==> config.mk <==
export PLATFORM = sky130hd
export DESIGN_NAME = bblce_job_fifo
export DESIGN_NICKNAME = d
export VERILOG_FILES = /design/src/hw/rtl/bblce_job_fifo.sv
export SDC_FILE = /design/constraint.sdc
export NUM_CORES = 1
export LEC_CHECK = 0
export BUFFER_PORTS_ARGS = -buffer_cell sky130_fd_sc_hd__buf_2
export CAP_MARGIN = 25
export CORE_AREA = 2 2 39 41
export CTS_CLUSTER_SIZE = 12
export DETAILED_ROUTE_END_ITERATION = 6
export DIE_AREA = 0 0 41 43
export RECOVER_POWER = 100
export REMOVE_ABC_BUFFERS = 1
export SYNTH_ARGS = -nofsm -noshare
export SYNTH_HDL_FRONTEND = slang
export SYNTH_SLANG_ARGS = --single-unit
==> constraint.sdc <==
create_clock -name clk -period 2.35 [get_ports clk]
set_clock_uncertainty 0.2 [all_clocks]
set_input_delay 0.235 -clock clk [delete_from_list [all_inputs] [get_ports clk]]
set_output_delay 0.235 -clock clk [all_outputs]
set_load 0.05 [all_outputs]
==> src/hw/rtl/bblce_job_fifo.sv <==
// bblce_job_fifo: short queue of output jobs between front and back.
// Generic over the job type; no package dependency.
module bblce_job_fifo #(
  parameter type job_t = logic,
  parameter int  DEPTH = 2
) (
  input  logic clk,
  input  logic rst_n,
  input  logic push,
  input  job_t push_data,
  input  logic pop,
  output job_t head,
  output logic empty,
  output logic full
);
  localparam int AW = (DEPTH > 1) ? $clog2(DEPTH) : 1;
  localparam int CW = $clog2(DEPTH + 1);

  job_t            mem_r [DEPTH];
  logic [AW-1:0]   wr_ptr_r;
  logic [AW-1:0]   rd_ptr_r;
  logic [CW-1:0]   cnt_r;

  assign head  = mem_r[rd_ptr_r];
  assign empty = cnt_r == '0;
  assign full  = cnt_r == CW'(DEPTH);

  always_ff @(posedge clk) begin
    if (!rst_n) begin
      wr_ptr_r <= '0;
      rd_ptr_r <= '0;
      cnt_r    <= '0;
    end else begin
      if (push) begin
        wr_ptr_r <= (wr_ptr_r == AW'(DEPTH - 1)) ? '0 : wr_ptr_r + 1'b1;
      end
      if (pop) begin
        rd_ptr_r <= (rd_ptr_r == AW'(DEPTH - 1)) ? '0 : rd_ptr_r + 1'b1;
      end
      if (push && !pop) begin
        cnt_r <= cnt_r + 1'b1;
      end else if (pop && !push) begin
        cnt_r <= cnt_r - 1'b1;
      end
    end
  end

  always_ff @(posedge clk) begin
    if (push) begin
      mem_r[wr_ptr_r] <= push_data;
    end
  end

endmodule

==> summary.md <==
| Metric | Value |
|---|---|
| Dpl ws | `between 0.9 and 1 ns` |
| Core area | `1380 sq um` |
| Post-synthesis sequential area ratio | `0.552` |
| Warnings from Yosys | `0` |
| Initial Util | `0.210` |
| Port bufs | `7` |
| CP Capture Type | `output pin` |
| Final setup fails | `0` |
| RR Endpoint | `cnt_r[1]` |
| Clk buf depth | `2` |
| Most frequent cells in the layout | `dfxtp_1 (5), clkbuf_1 (5), and2_0 (3), clkbuf_4 (3), buf_2 (3)` |
| Hold Path Origin | `rst_n` |
| Reg2reg path depth | `3` |
| Setup ws final | `0.651 ns` |
| Final min period | `1.70 ns` |
| Postcts setup bufs | `0` |
| Hold endpoint | `wr_ptr_r` |
| Antenna cells | `0` |
| Final WL | `398 um` |
| Die width | `between 40 and 50 um` |
| Final HPWL DP | `304 um` |
| H-tree depth | `1` |
| Hold path depth | `2` |
| DRC | `0` |
| Clock sink count | `7` |
| Vias in the first global route | `182` |
| Synth unique cells | `15` |
| Crit share post-route | `0.723` |
| Post-synth design cell area | `about 290 sq um` |
| Detail Route Antenna Nets | `0` |
| Reg2Reg Setup Slack | `about 1.1 ns` |
| Antenna violations before repair | `0` |
| Power density cells | `855 nW/um^2` |
| Remaining global-route overflow | `0` |
| Layout area overhead | `29.7%` |
| Post-synthesis cell count | `25` |
| Unrepaired setup endpoints after global routing | `false` |
| First-pass GRT wire length | `641 um` |
| Kind of critical path | `flop to output pin` |
| WL per Instance | `approximately 7.5 um` |
| Critical Path AT | `1.26 ns` |
| GP Congestion | `about 0.66` |
| Vias/cell | `3.62` |
| Largest net degree at the start of global routing | `6` |
| Fmax | `0.588 GHz` |
| Nets | `44` |
| Reg2reg start | `cnt_r[0]` |
| Total CTS buffers | `3` |
| Worst-Skew Late Latency | `0.25 ns` |
| Hold/Removal Path Class | `input port to flop` |
| Fraction of layout cells with a size suffix above 1 | `0.216` |
| Fin cells | `53` |
| Vias | `192` |
| Leakage | `between 0.15 and 0.2 nW` |
| Crit Path Max Fanout | `4` |
| Tot GR Track Use | `0.0566` |
| Clock transition at path regs | `about 0.05 ns` |
| Pins Over Slew Limit | `0` |
| Placed insts | `48` |
| Slew HR | `0.604` |
| Pre-antenna DRT Iters | `2` |
| Clock tree root buffer cell | `clkbuf_4` |
| 1st-iter DRT viols | `1` |
| Setup TNS | `0 ns` |
| Number of max-cap violations | `0` |
| CTS tree | `built` |
| Die ar. | `1760 sq um` |
| Worst-Margin Slew | `0.597 ns` |
| Hold-fix buffers, CTS | `1` |
| Site Rows | `14` |
| Post-CTS sizing | `0` |
| Status | `completed` |
| Avg Cell Area, Syn | `11.6 sq um` |
| Fin. Hold Viols | `0` |
| CP Data Required Time | `1.91 ns` |
| VDD IR max | `257 uV` |
| Crit start category | `flop` |
| Die height | `43 um` |
| Top-Level Pins | `8` |
| Yosys reg bits | `7` |
## report_power, final
group | internal [mW] | total (mW) | switching (mW)
Sequential | 0.137 | 0.144 | 0.00776
Clock | 0.0647 | 0.107 | 0.0425
Combinational | 0.0247 | 0.0704 | 0.0458
Total | 0.226 | 0.322 | 0.0960
## critical path, cell delays in order, from the launching register on
cell      delay [ns]
dfxtp_1         0.34
and2b_2         0.21
clkbuf_1        0.46
## kinds of logic after synthesis
group	after synthesis	synth area share
and+or+nand+nor	9	0.194
adders and majority gates	1	0.0431
DFF	7	0.552
muxes	1	0.0388
xor gates and xnor gates	3	0.0905
AOI/OAI and AO/OA	3	0.0690
buffers and inverters	1	0.0129
## per-stage QoR
step,area (sq um),util,power (mW),hold slack (ns)
2_1_floorplan,290,-,0.203,0.134
6_report,377,0.272,0.322,0.0438
3_5_place_dp,345,0.250,0.219,0.229
4_1_cts,382,0.276,0.330,0.0428
3_3_place_gp,345,0.250,0.219,0.227
5_1_grt,377,0.272,0.342,0.0594
## worst max-delay path by stage
stage | startpoint | slack (ns) | to
final | cnt_r[0] | 0.65 | full
after global routing | cnt_r[0] | 0.59 | full
after CTS | flop | 0.83 | head
after detailed placement | push | 0.91 | cnt_r[1]
after global placement | push | 0.92 | cnt_r[1]
after floorplan | cnt_r[0] | 0.94 | empty
## cell usage after synthesis
cell type  instances  area, sq um
and2_1             4         25.0
dfxtp_1            5          100
ha_1               1         12.5
xor2_1             2         17.5
o21ai_0            1         5.00
nor2b_1            2         12.5
mux2_2             1         11.3
or3_1              1         6.26
nor2_1             1         3.75
a21boi_1           1         7.51
edfxtp_1           2         60.1
xnor2_1            1         8.76
and2b_2            1         8.76
inv_1              1         3.75
o21a_1             1         7.51
## layer usage
| layer | GRT usage | wire [um] | vias up |
|---|---|---|---|
| met5 | 0 | 0 | - |
| met3 | 0.0628 | 46 | 0 |
| met2 | 0.0750 | 149 | 8 |
| met4 | 0 | 0 | 0 |
| li1 | - | - | 105 |
| met1 | 0.0658 | 202 | 79 |
## cell type report
type | count | area, sq um
clock buffer | 4 | 26.3
fill | 156 | 1010
inverter | 1 | 3.75
multi-input combinational | 17 | 126
sequential | 7 | 160
tap | 16 | 20.0
timing repair buffer | 8 | 40.0
Power figures use the tool's default switching activity.
